**src/hdl/assert_macros.svh**
```systemverilog
// Assertion macros shared by the code lock controller modules.
`ifndef ASSERT_MACROS_SVH
`define ASSERT_MACROS_SVH

// Property that must hold at every clock edge outside reset.
`define ASSERT_ALWAYS(label, clk, rst_n, prop) \
  label: assert property (@(posedge clk) disable iff (!(rst_n)) (prop)) \
    else $error("assertion failed");

// Same-cycle implication outside reset.
`define ASSERT_IMPLY(label, clk, rst_n, ante, cons) \
  label: assert property (@(posedge clk) disable iff (!(rst_n)) (ante) |-> (cons)) \
    else $error("assertion failed");

// Next-cycle implication outside reset.
`define ASSERT_NEXT(label, clk, rst_n, ante, cons) \
  label: assert property (@(posedge clk) disable iff (!(rst_n)) (ante) |=> (cons)) \
    else $error("assertion failed");

`endif

```
**src/hdl/clc_pkg.sv**
```systemverilog
// Types, constants and codes shared by the code lock controller.
`timescale 1ns / 1ps

package clc_pkg;

  localparam int CodeLenDefault = 4;

  localparam int CfgIdxW  = 2;
  localparam int CfgDataW = 16;
  localparam int TickW    = 16;

  localparam logic [CfgIdxW-1:0] RegRunTicks   = 2'd0;
  localparam logic [CfgIdxW-1:0] RegHoldTicks  = 2'd1;
  localparam logic [CfgIdxW-1:0] RegAlarmTicks = 2'd2;

  localparam logic [TickW-1:0] RunTicksReset   = 16'd31248;
  localparam logic [TickW-1:0] HoldTicksReset  = 16'd15624;
  localparam logic [TickW-1:0] AlarmTicksReset = 16'd15624;

  localparam logic [7:0] CharReady = 8'h72;  // 'r'
  localparam logic [7:0] CharStar  = 8'h2A;  // '*'
  localparam logic [7:0] CharHash  = 8'h23;  // '#'
  localparam logic [7:0] AnsMatch  = 8'h01;
  localparam logic [7:0] AnsMiss   = 8'h00;
  localparam logic [7:0] ErasedByte = 8'hFF;

  localparam logic [1:0] MotorOff = 2'd0;
  localparam logic [1:0] MotorFwd = 2'd1;
  localparam logic [1:0] MotorRev = 2'd2;

  localparam logic CmdByte = 1'b0;
  localparam logic CmdTick = 1'b1;

  // Result queue depth; an input beat is taken only with room for two results.
  localparam int QueueDepth = 4;

  typedef enum logic [3:0] {
    PH_WAIT_R     = 4'd0,
    PH_IDLE       = 4'd1,
    PH_SET_FIRST  = 4'd2,
    PH_SET_SKIP   = 4'd3,
    PH_SET_SECOND = 4'd4,
    PH_CHK_ENTRY  = 4'd5,
    PH_WAIT_OK    = 4'd6,
    PH_WAIT_BAD   = 4'd7,
    PH_FWD        = 4'd8,
    PH_HOLD       = 4'd9,
    PH_REV        = 4'd10,
    PH_ALARM      = 4'd11
  } phase_e;

  typedef struct packed {
    logic       command;
    logic [7:0] rx_byte;
  } in_t;

  typedef struct packed {
    logic       tx_valid;
    logic [7:0] tx_byte;
    logic [1:0] motor_drive;
    logic       alarm_on;
    logic       last;
  } out_t;

  // Write request from the core to the result queue.
  typedef struct packed {
    logic push;
    logic dual;
  } push_t;

endpackage

```
**src/hdl/code_lock_controller.sv**
```systemverilog
// Results of an input beat are written to the result queue and offered from there in order.
// Throughput: one input beat per cycle; a beat with two results offers them one after the other,
// and input is taken only while the four-entry result queue has two free slots.
// Reset: asynchronous active low; waits for the ready byte, stored code all 0xFF,
// timing registers at their defaults, result queue empty.
`timescale 1ns / 1ps

module code_lock_controller #(
  parameter int CODE_LEN = clc_pkg::CodeLenDefault
) (
  input  logic                          clk_i,
  input  logic                          rst_ni,
  input  logic                          in_valid_i,
  output logic                          in_ready_o,
  input  clc_pkg::in_t                  in_data_i,
  output logic                          out_valid_o,
  input  logic                          out_ready_i,
  output clc_pkg::out_t                 out_data_o,
  input  logic                          cfg_we_i,
  input  logic [clc_pkg::CfgIdxW-1:0]   cfg_idx_i,
  input  logic [clc_pkg::CfgDataW-1:0]  cfg_data_i
);
  import clc_pkg::*;

  logic         beat;
  push_t        push;
  out_t [1:0]   res;

  assign beat = in_valid_i & in_ready_o;

  clc_core #(
    .CODE_LEN(CODE_LEN)
  ) u_core (
    .clk_i      (clk_i),
    .rst_ni     (rst_ni),
    .beat_i     (beat),
    .item_i     (in_data_i),
    .cfg_we_i   (cfg_we_i),
    .cfg_idx_i  (cfg_idx_i),
    .cfg_data_i (cfg_data_i),
    .push_o     (push),
    .res_o      (res)
  );

  clc_queue u_queue (
    .clk_i       (clk_i),
    .rst_ni      (rst_ni),
    .push_i      (push),
    .res_i       (res),
    .room_o      (in_ready_o),
    .out_valid_o (out_valid_o),
    .out_ready_i (out_ready_i),
    .out_data_o  (out_data_o)
  );

endmodule

```
**src/hdl/clc_core.sv**
```systemverilog
// Lock state machine: entry capture, code compare, timed motor and alarm phases.
`timescale 1ns / 1ps
`include "assert_macros.svh"

module clc_core #(
  parameter int CODE_LEN = clc_pkg::CodeLenDefault
) (
  input  logic                          clk_i,
  input  logic                          rst_ni,
  input  logic                          beat_i,
  input  clc_pkg::in_t                  item_i,
  input  logic                          cfg_we_i,
  input  logic [clc_pkg::CfgIdxW-1:0]   cfg_idx_i,
  input  logic [clc_pkg::CfgDataW-1:0]  cfg_data_i,
  output clc_pkg::push_t                push_o,
  output clc_pkg::out_t [1:0]           res_o
);
  import clc_pkg::*;

  localparam int IdxW = (CODE_LEN > 1) ? $clog2(CODE_LEN) : 1;
  localparam logic [IdxW-1:0] LastIdx = IdxW'(CODE_LEN - 1);

  logic [TickW-1:0] run_q, hold_q, alarm_q;
  phase_e           phase_q, phase_d;
  logic [IdxW-1:0]  idx_q, idx_d;
  logic [TickW-1:0] tick_q, tick_d;
  logic [7:0]       first_q  [CODE_LEN];
  logic [7:0]       second_q [CODE_LEN];
  logic [7:0]       stored_q [CODE_LEN];
  logic [7:0]       first_w  [CODE_LEN];
  logic [7:0]       second_w [CODE_LEN];
  logic [CODE_LEN-1:0] eq_set, eq_chk;

  logic [IdxW-1:0]  idx_c;
  logic             entry_done;
  logic [TickW-1:0] limit;
  logic             we_first, we_second, we_stored;
  logic             tx0_v, tx1_v;
  logic [7:0]       tx0_b, tx1_b;
  logic [7:0]       b;
  logic [1:0]       motor;
  logic             alarm;

  assign b = item_i.rx_byte;
  assign idx_c = (idx_q >= LastIdx) ? LastIdx : idx_q;
  assign entry_done = (idx_c == LastIdx);

  // Entries with the current byte already placed, used for the final compare.
  always_comb begin
    for (int i = 0; i < CODE_LEN; i++) begin
      first_w[i]  = (IdxW'(i) == idx_c) ? b : first_q[i];
      second_w[i] = (IdxW'(i) == idx_c) ? b : second_q[i];
      eq_set[i]   = (first_q[i] == second_w[i]);
      eq_chk[i]   = (first_w[i] == stored_q[i]);
    end
  end

  always_comb begin
    case (phase_q)
      PH_FWD, PH_REV: limit = run_q;
      PH_HOLD:        limit = hold_q;
      default:        limit = alarm_q;
    endcase
  end

  always_comb begin
    phase_d   = phase_q;
    idx_d     = idx_q;
    tick_d    = tick_q;
    we_first  = 1'b0;
    we_second = 1'b0;
    we_stored = 1'b0;
    tx0_v     = 1'b0;
    tx0_b     = AnsMiss;
    tx1_v     = 1'b0;
    tx1_b     = AnsMiss;
    if (item_i.command == CmdTick) begin
      case (phase_q)
        PH_FWD, PH_HOLD, PH_REV, PH_ALARM: begin
          if (tick_q >= limit) begin
            tick_d = '0;
            case (phase_q)
              PH_FWD:  phase_d = PH_HOLD;
              PH_HOLD: phase_d = PH_REV;
              default: phase_d = PH_IDLE;
            endcase
          end else begin
            tick_d = tick_q + 1'b1;
          end
        end
        default: ;
      endcase
    end else begin
      case (phase_q)
        PH_WAIT_R: begin
          if (b == CharReady) begin
            tx0_v   = 1'b1;
            tx0_b   = CharReady;
            phase_d = PH_IDLE;
          end
        end
        PH_IDLE: begin
          if (b == CharStar) begin
            tx0_v   = 1'b1;
            tx0_b   = CharStar;
            idx_d   = '0;
            phase_d = PH_SET_FIRST;
          end else if (b == CharHash) begin
            tx0_v   = 1'b1;
            tx0_b   = CharHash;
            idx_d   = '0;
            phase_d = PH_CHK_ENTRY;
          end
        end
        PH_SET_FIRST: begin
          tx0_v    = 1'b1;
          tx0_b    = CharStar;
          we_first = 1'b1;
          idx_d    = entry_done ? '0 : idx_c + 1'b1;
          if (entry_done) phase_d = PH_SET_SKIP;
        end
        PH_SET_SKIP: begin
          if (b == CharStar) begin
            idx_d   = '0;
            phase_d = PH_SET_SECOND;
          end
        end
        PH_SET_SECOND: begin
          tx0_v     = 1'b1;
          tx0_b     = CharStar;
          we_second = 1'b1;
          idx_d     = entry_done ? '0 : idx_c + 1'b1;
          if (entry_done) begin
            tx1_v     = 1'b1;
            tx1_b     = (&eq_set) ? AnsMatch : AnsMiss;
            we_stored = &eq_set;
            phase_d   = PH_IDLE;
          end
        end
        PH_CHK_ENTRY: begin
          tx0_v    = 1'b1;
          tx0_b    = CharHash;
          we_first = 1'b1;
          idx_d    = entry_done ? '0 : idx_c + 1'b1;
          if (entry_done) begin
            tx1_v   = 1'b1;
            tx1_b   = (&eq_chk) ? AnsMatch : AnsMiss;
            phase_d = (&eq_chk) ? PH_WAIT_OK : PH_WAIT_BAD;
          end
        end
        PH_WAIT_OK: begin
          tick_d  = '0;
          phase_d = (b == CharHash) ? PH_FWD : PH_IDLE;
        end
        PH_WAIT_BAD: begin
          tick_d  = '0;
          phase_d = (b == CharHash) ? PH_ALARM : PH_IDLE;
        end
        default: ;
      endcase
    end
  end

  // Output levels follow the phase after this beat.
  assign motor = (phase_d == PH_FWD) ? MotorFwd :
                 (phase_d == PH_REV) ? MotorRev : MotorOff;
  assign alarm = (phase_d == PH_ALARM);

  assign push_o.push = beat_i;
  assign push_o.dual = beat_i & tx1_v;

  assign res_o[0].tx_valid    = tx0_v;
  assign res_o[0].tx_byte     = tx0_b;
  assign res_o[0].motor_drive = motor;
  assign res_o[0].alarm_on    = alarm;
  assign res_o[0].last        = ~tx1_v;
  assign res_o[1].tx_valid    = tx1_v;
  assign res_o[1].tx_byte     = tx1_b;
  assign res_o[1].motor_drive = motor;
  assign res_o[1].alarm_on    = alarm;
  assign res_o[1].last        = 1'b1;

  always_ff @(posedge clk_i or negedge rst_ni) begin
    if (!rst_ni) begin
      run_q   <= RunTicksReset;
      hold_q  <= HoldTicksReset;
      alarm_q <= AlarmTicksReset;
    end else if (cfg_we_i) begin
      case (cfg_idx_i)
        RegRunTicks:   run_q   <= cfg_data_i;
        RegHoldTicks:  hold_q  <= cfg_data_i;
        RegAlarmTicks: alarm_q <= cfg_data_i;
        default: ;
      endcase
    end
  end

  always_ff @(posedge clk_i or negedge rst_ni) begin
    if (!rst_ni) begin
      phase_q <= PH_WAIT_R;
      idx_q   <= '0;
      tick_q  <= '0;
      for (int i = 0; i < CODE_LEN; i++) stored_q[i] <= ErasedByte;
    end else if (beat_i) begin
      phase_q <= phase_d;
      idx_q   <= idx_d;
      tick_q  <= tick_d;
      if (we_stored) begin
        for (int i = 0; i < CODE_LEN; i++) stored_q[i] <= first_q[i];
      end
    end
  end

  // Entry bytes carry no reset; they are always written before compared.
  always_ff @(posedge clk_i) begin
    if (beat_i && we_first) begin
      for (int i = 0; i < CODE_LEN; i++) first_q[i] <= first_w[i];
    end
    if (beat_i && we_second) begin
      for (int i = 0; i < CODE_LEN; i++) second_q[i] <= second_w[i];
    end
  end

  `ASSERT_IMPLY(a_dual_both_tx, clk_i, rst_ni, push_o.dual, tx0_v && tx1_v)
  `ASSERT_NEXT(a_wait_r_exit, clk_i, rst_ni, phase_q == PH_WAIT_R,
               phase_q == PH_WAIT_R || phase_q == PH_IDLE)
  `ASSERT_IMPLY(a_tick_silent, clk_i, rst_ni, beat_i && item_i.command == CmdTick,
                !tx0_v && !tx1_v)

endmodule

```
**src/hdl/clc_queue.sv**
```systemverilog
// Result queue taking one or two result beats per cycle and draining one when the output is ready.
`timescale 1ns / 1ps
`include "assert_macros.svh"

module clc_queue (
  input  logic                clk_i,
  input  logic                rst_ni,
  input  clc_pkg::push_t      push_i,
  input  clc_pkg::out_t [1:0] res_i,
  output logic                room_o,
  output logic                out_valid_o,
  input  logic                out_ready_i,
  output clc_pkg::out_t       out_data_o
);
  import clc_pkg::*;

  localparam int PtrW = $clog2(QueueDepth);
  localparam int CntW = $clog2(QueueDepth + 1);

  out_t            mem_q [QueueDepth];
  logic [PtrW-1:0] wp_q, wp_d, rp_q, rp_d;
  logic [CntW-1:0] cnt_q, cnt_d;
  logic            pop;
  logic [1:0]      n_push;

  assign pop    = out_valid_o & out_ready_i;
  assign n_push = push_i.push ? (push_i.dual ? 2'd2 : 2'd1) : 2'd0;

  assign out_valid_o = (cnt_q != '0);
  assign out_data_o  = mem_q[rp_q];
  // Room for the two results that one input beat may produce.
  assign room_o      = (cnt_q <= CntW'(QueueDepth - 2));

  assign wp_d  = wp_q + PtrW'(n_push);
  assign rp_d  = rp_q + PtrW'(pop);
  assign cnt_d = cnt_q + CntW'(n_push) - CntW'(pop);

  always_ff @(posedge clk_i or negedge rst_ni) begin
    if (!rst_ni) begin
      wp_q  <= '0;
      rp_q  <= '0;
      cnt_q <= '0;
    end else begin
      wp_q  <= wp_d;
      rp_q  <= rp_d;
      cnt_q <= cnt_d;
    end
  end

  always_ff @(posedge clk_i) begin
    if (push_i.push) mem_q[wp_q] <= res_i[0];
    if (push_i.dual) mem_q[wp_q + 1'b1] <= res_i[1];
  end

  `ASSERT_ALWAYS(a_cnt_bound, clk_i, rst_ni, cnt_q <= CntW'(QueueDepth))
  `ASSERT_IMPLY(a_push_room, clk_i, rst_ni, push_i.push, room_o)
  `ASSERT_NEXT(a_pop_only, clk_i, rst_ni, pop && !push_i.push,
               cnt_q == $past(cnt_q) - 1'b1)

endmodule

```
**config.mk**
```make
export PLATFORM = sky130hd
export DESIGN_NAME = code_lock_controller
export DESIGN_NICKNAME = d
export VERILOG_FILES = /design/src/hdl/clc_pkg.sv /design/src/hdl/code_lock_controller.sv /design/src/hdl/clc_core.sv /design/src/hdl/clc_queue.sv
export VERILOG_INCLUDE_DIRS = /design/src /design/src/hdl
export SDC_FILE = /design/constraint.sdc
export NUM_CORES = 1
export LEC_CHECK = 0
export BUFFER_PORTS_ARGS = -buffer_cell sky130_fd_sc_hd__buf_2
export CELL_PAD_IN_SITES_DETAIL_PLACEMENT = 0
export CELL_PAD_IN_SITES_GLOBAL_PLACEMENT = 2
export CORE_MARGIN = 2
export CORE_UTILIZATION = 45
export DETAILED_ROUTE_END_ITERATION = 8
export PLACE_DENSITY = 0.89
export SYNTH_ARGS = -nofsm -noshare
export SYNTH_HDL_FRONTEND = slang
export SYNTH_HIERARCHICAL = 1
export SYNTH_SLANG_ARGS = --single-unit
```
**constraint.sdc**
```tcl
create_clock -name clk_i -period 11.1 [get_ports clk_i]
set_input_delay 3.33 -clock clk_i [delete_from_list [all_inputs] [get_ports clk_i]]
set_output_delay 3.33 -clock clk_i [all_outputs]
set_load 0.02 [all_outputs]
```
==> impl_summary.log <==
[metrics] met1 Track Usage GR: between 20% and 30%
[metrics] max-cap check violation count: 0
[metrics] total power of the final layout: between 2000 and 2500 uW
[metrics] # nets final: 1,133
[metrics] Die Y: between 150 and 200 um
[metrics] floorplan die area: 28,900 sq um
[metrics] sort of element at the start of the critical path: input pin
[metrics] fraction of registers with async set or reset after synthesis: about half
[metrics] register-to-register path setup slack: slightly above 6 ns
[metrics] CTS sink count: approximately 230
[metrics] number of enable-type register cells in the synthesized netlist: 116
[metrics] CTS tree: yes
[metrics] Ant. Diodes: 0
[metrics] leakage power figure: 0.00537 uW
[metrics] DR iter-0 viols: 505
[metrics] count of standard-cell rows: 60
[metrics] Layout Cell Area excl Fill: roughly 14,000 sq um
[metrics] met2 Use GR: between 20% and 30%
[metrics] root buffer selected by CTS: sky130_fd_sc_hd__clkbuf_16
[metrics] number of global-route vias before repair: ~7.7k
[metrics] chip width: ~170 um
[metrics] data arrival time of the critical path: 6.29 ns
[metrics] Mean Syn Cell Area: roughly 12 sq um
[metrics] instance area at placement: 12,800 sq um
[metrics] post-synthesis sequential area ratio: approximately half
[metrics] met3 layer usage reported by global route: between 2 and 2.5%
[metrics] fmax: approximately 160 MHz
[metrics] post-synthesis sequential element count: approximately 230
[metrics] global-route wire length before repair: roughly 42 mm
[metrics] most used flip-flop cell after synthesis: sky130_fd_sc_hd__edfxtp_1
[metrics] category of the most critical setup path: input pin to flip-flop
[metrics] fraction of final layout cells with drive strength greater than 1: roughly 28%
[metrics] post-synthesis instance area: between 10,000 and 15,000 sq um
[metrics] Bufs on Longest Clock Path: 3
[metrics] maximum number of pins on one net before global-route repair: 61
[metrics] Resized Gates After CTS: 0
[metrics] Post-DP HPWL: 16.8 mm
[metrics] area share of the leading cell type in the synthesized netlist: between 20% and 30%
[metrics] clock-pin slew on the worst setup and hold paths: roughly 0.060 ns
[metrics] count of input and output buffers: 46
[metrics] Detailed Route WL: around 26 mm
[metrics] weighted congestion reported at the end of routability-driven placement: about 0.77
[metrics] cell type with the highest aggregate area in the netlist: sky130_fd_sc_hd__edfxtp_1
[metrics] peak supply drop: between 100 and 150 uV
[metrics] number of buffers created by CTS: 26
[metrics] DRC errors left: 0
[metrics] Area growth, synth to finish: 10.0%
[metrics] floorplan core area: between 20,000 and 30,000 sq um
[metrics] run status: completed
[metrics] count of endpoints failing hold in the final timing report: 0
[metrics] count of vias placed by the detailed router: about 7.8k
[metrics] number of standard cells after synthesis: around 1.1k
[metrics] Power per Cell Area: about 170 nW/um^2
[metrics] worst clock skew: roughly 0.027 ns
[metrics] Worst Path Required: 11.24 ns
[metrics] endpoint type of the worst setup path: flip-flop
[metrics] Synth warnings: 6
[metrics] most common library cells after synthesis: sky130_fd_sc_hd__edfxtp_1 (116), sky130_fd_sc_hd__mux2_2 (107), sky130_fd_sc_hd__inv_1 (100)
[metrics] worst-path maximum fanout: 14
[metrics] quantity of hold-fixing buffers added after cts: 0
[metrics] max_slew headroom: 13.1%
[metrics] H-tree depth: 1
[metrics] fillers: 2,365
[metrics] GRT overflow: 0
[metrics] max-slew violation total from the final report: 0
[metrics] RSZ-0062 raised after global routing: false
[metrics] effective utilization at floorplan: between 40 and 50%
[metrics] setup TNS: 0 ns
[metrics] vias per cell: roughly 5.4
[metrics] Setup violations, final: 0
[metrics] post-CTS setup-driven buffer insertion count: 0
[metrics] number of I/O pins: 47
[metrics] routing layer with the top usage in global route: met2
[metrics] length of the first detailed-routing pass in iterations: 7
[metrics] Clk Latency, worst-skew pair: roughly 0.53 ns
[metrics] part of the cycle the worst path needs: around 55%
[metrics] library cell with the highest instance count after synthesis: sky130_fd_sc_hd__edfxtp_1
[metrics] post-synth cell types: 60
[metrics] path category of the worst min-delay check: flip-flop to flip-flop
[metrics] routed len/inst: roughly 18 um
[metrics] Least-Margin Pin Slew: 1.30 ns
[metrics] clock period minus worst slack: 6.15 ns
[metrics] remaining antenna violation count: 0
[metrics] overall routing resource usage: a little under a fifth
[metrics] ranking of synthesized cells by area: sky130_fd_sc_hd__edfxtp_1 (28%), sky130_fd_sc_hd__dfrtp_1 (12%), sky130_fd_sc_hd__dfstp_2 (11%)
[metrics] initial antenna violation count: 0
-- critical path, stage by stage --
cell	delay (ns)
sky130_fd_sc_hd__buf_2	0.07
sky130_fd_sc_hd__and2_1	0.36
sky130_fd_sc_hd__nand2b_1	0.33
sky130_fd_sc_hd__nor3_1	0.63
sky130_fd_sc_hd__nand3_1	0.63
sky130_fd_sc_hd__o21ai_1	0.94
-- kinds of logic (layout without fill, tap and decap cells) --
| group | after synthesis | count (layout) | synth area share, % |
|---|---|---|---|
| fa+ha+maj | 26 | 26 | 2.69 |
| mux | 179 | 179 | 18.1 |
| compound gates | 174 | 174 | 8.72 |
| xor+xnor | 70 | 70 | 4.95 |
| simple gates | 201 | 201 | 8.22 |
| other cells | 2 | 10 | 0.0606 |
| flops | 225 | 225 | 50.6 |
| buf+inv | 174 | 210 | 6.66 |
-- cell usage in the layout, fill, tap and decap left out, types with 5 or more instances in the layout --
cell | synthesis | final
sky130_fd_sc_hd__nand2b_1 | 8 | 8
sky130_fd_sc_hd__clkinv_2 | 0 | 5
sky130_fd_sc_hd__mux2_2 | 107 | 107
sky130_fd_sc_hd__o21ai_0 | 69 | 67
sky130_fd_sc_hd__buf_2 | 17 | 45
sky130_fd_sc_hd__o221ai_1 | 15 | 15
sky130_fd_sc_hd__mux2i_1 | 29 | 29
sky130_fd_sc_hd__nand2_1 | 62 | 62
sky130_fd_sc_hd__a21oi_1 | 19 | 18
sky130_fd_sc_hd__nand4_1 | 5 | 5
sky130_fd_sc_hd__and3_1 | 8 | 8
sky130_fd_sc_hd__a21o_1 | 8 | 8
sky130_fd_sc_hd__xnor2_1 | 67 | 67
sky130_fd_sc_hd__a31oi_1 | 6 | 6
sky130_fd_sc_hd__conb_1 | 2 | 10
sky130_fd_sc_hd__mux4_2 | 13 | 13
sky130_fd_sc_hd__dfrtp_1 | 59 | 59
sky130_fd_sc_hd__buf_4 | 24 | 17
sky130_fd_sc_hd__edfxtp_1 | 116 | 116
sky130_fd_sc_hd__o21ai_1 | 16 | 18
sky130_fd_sc_hd__clkbuf_16 | 0 | 28
sky130_fd_sc_hd__inv_1 | 100 | 100
sky130_fd_sc_hd__a211oi_1 | 16 | 15
sky130_fd_sc_hd__or3_1 | 5 | 5
sky130_fd_sc_hd__nand3b_1 | 5 | 5
sky130_fd_sc_hd__nand3_1 | 8 | 8
sky130_fd_sc_hd__nor4_1 | 14 | 13
sky130_fd_sc_hd__nor2_1 | 39 | 39
sky130_fd_sc_hd__a22o_1 | 5 | 5
sky130_fd_sc_hd__nor3_1 | 26 | 26
sky130_fd_sc_hd__ha_1 | 25 | 25
sky130_fd_sc_hd__clkbuf_1 | 22 | 6
sky130_fd_sc_hd__mux2_4 | 30 | 30
sky130_fd_sc_hd__dfstp_2 | 50 | 50
-- registers in the layout, indices dropped and copies added (netlist names), 16 cells and up --
name and count:
u_core/tick_q 16, u_queue/mem_q 52, u_core/stored_q 32, u_core/hold_q 16, u_core/alarm_q 16, u_core/run_q 16, u_core/first_q 32, u_core/second_q 32
-- power by group --
part           leakage, uW  internal, uW  switching [uW]
registers          0.00225           961            68.7
logic              0.00271           189             236
clock network     0.000418           511             339
total              0.00537          1660             643
-- path summary, 6_finish.rpt --
kind / cells after the start / to / start
min reg2reg: 1 / u_core/hold_q[0] / u_core/hold_q[0]
min: 1 / u_core/hold_q[0] / u_core/hold_q[0]
max reg2reg: 13 / u_queue/mem_q[0][3] / u_core/phase_q[0]
max in group asynchronous: 2 / u_core/alarm_q[14] / rst_ni
min in group asynchronous: 1 / u_core/idx_q[0] / rst_ni
max: 6 / u_queue/mem_q[0][9] / in_valid_i
-- through the flow --
step                      setup WS, ns  hold WS [ns]  util, %  instances
final                             4.95         0.503     50.4       1436
after global routing              4.56         0.524     50.4       1436
after CTS                         4.94         0.497     50.4       1436
after detailed placement          4.40         0.496     47.3       1388
after global placement            4.55         0.487     47.3       1388
after floorplan                   3.63         0.473        -       1059
-- layer usage --
metal | share of wire [%] | vias to the layer above
li1 | - | 3790
met2 | 46 | 128
met4 | 1.9 | 0
met5 | 0 | -
met3 | 3.2 | 35
met1 | 48 | 3859
-- layout make-up --
class	instances	area [sq um]	area share, %
inverters	100	375	2.75
repair buffers	62	353	2.59
flip-flops and latches	225	6270	46.0
multi-input cells	660	5350	39.2
clock inverters	13	116	0.854
well taps	341	427	3.13
clock buffers	35	737	5.41
No activity file was read; power rests on OpenSTA's default activity.
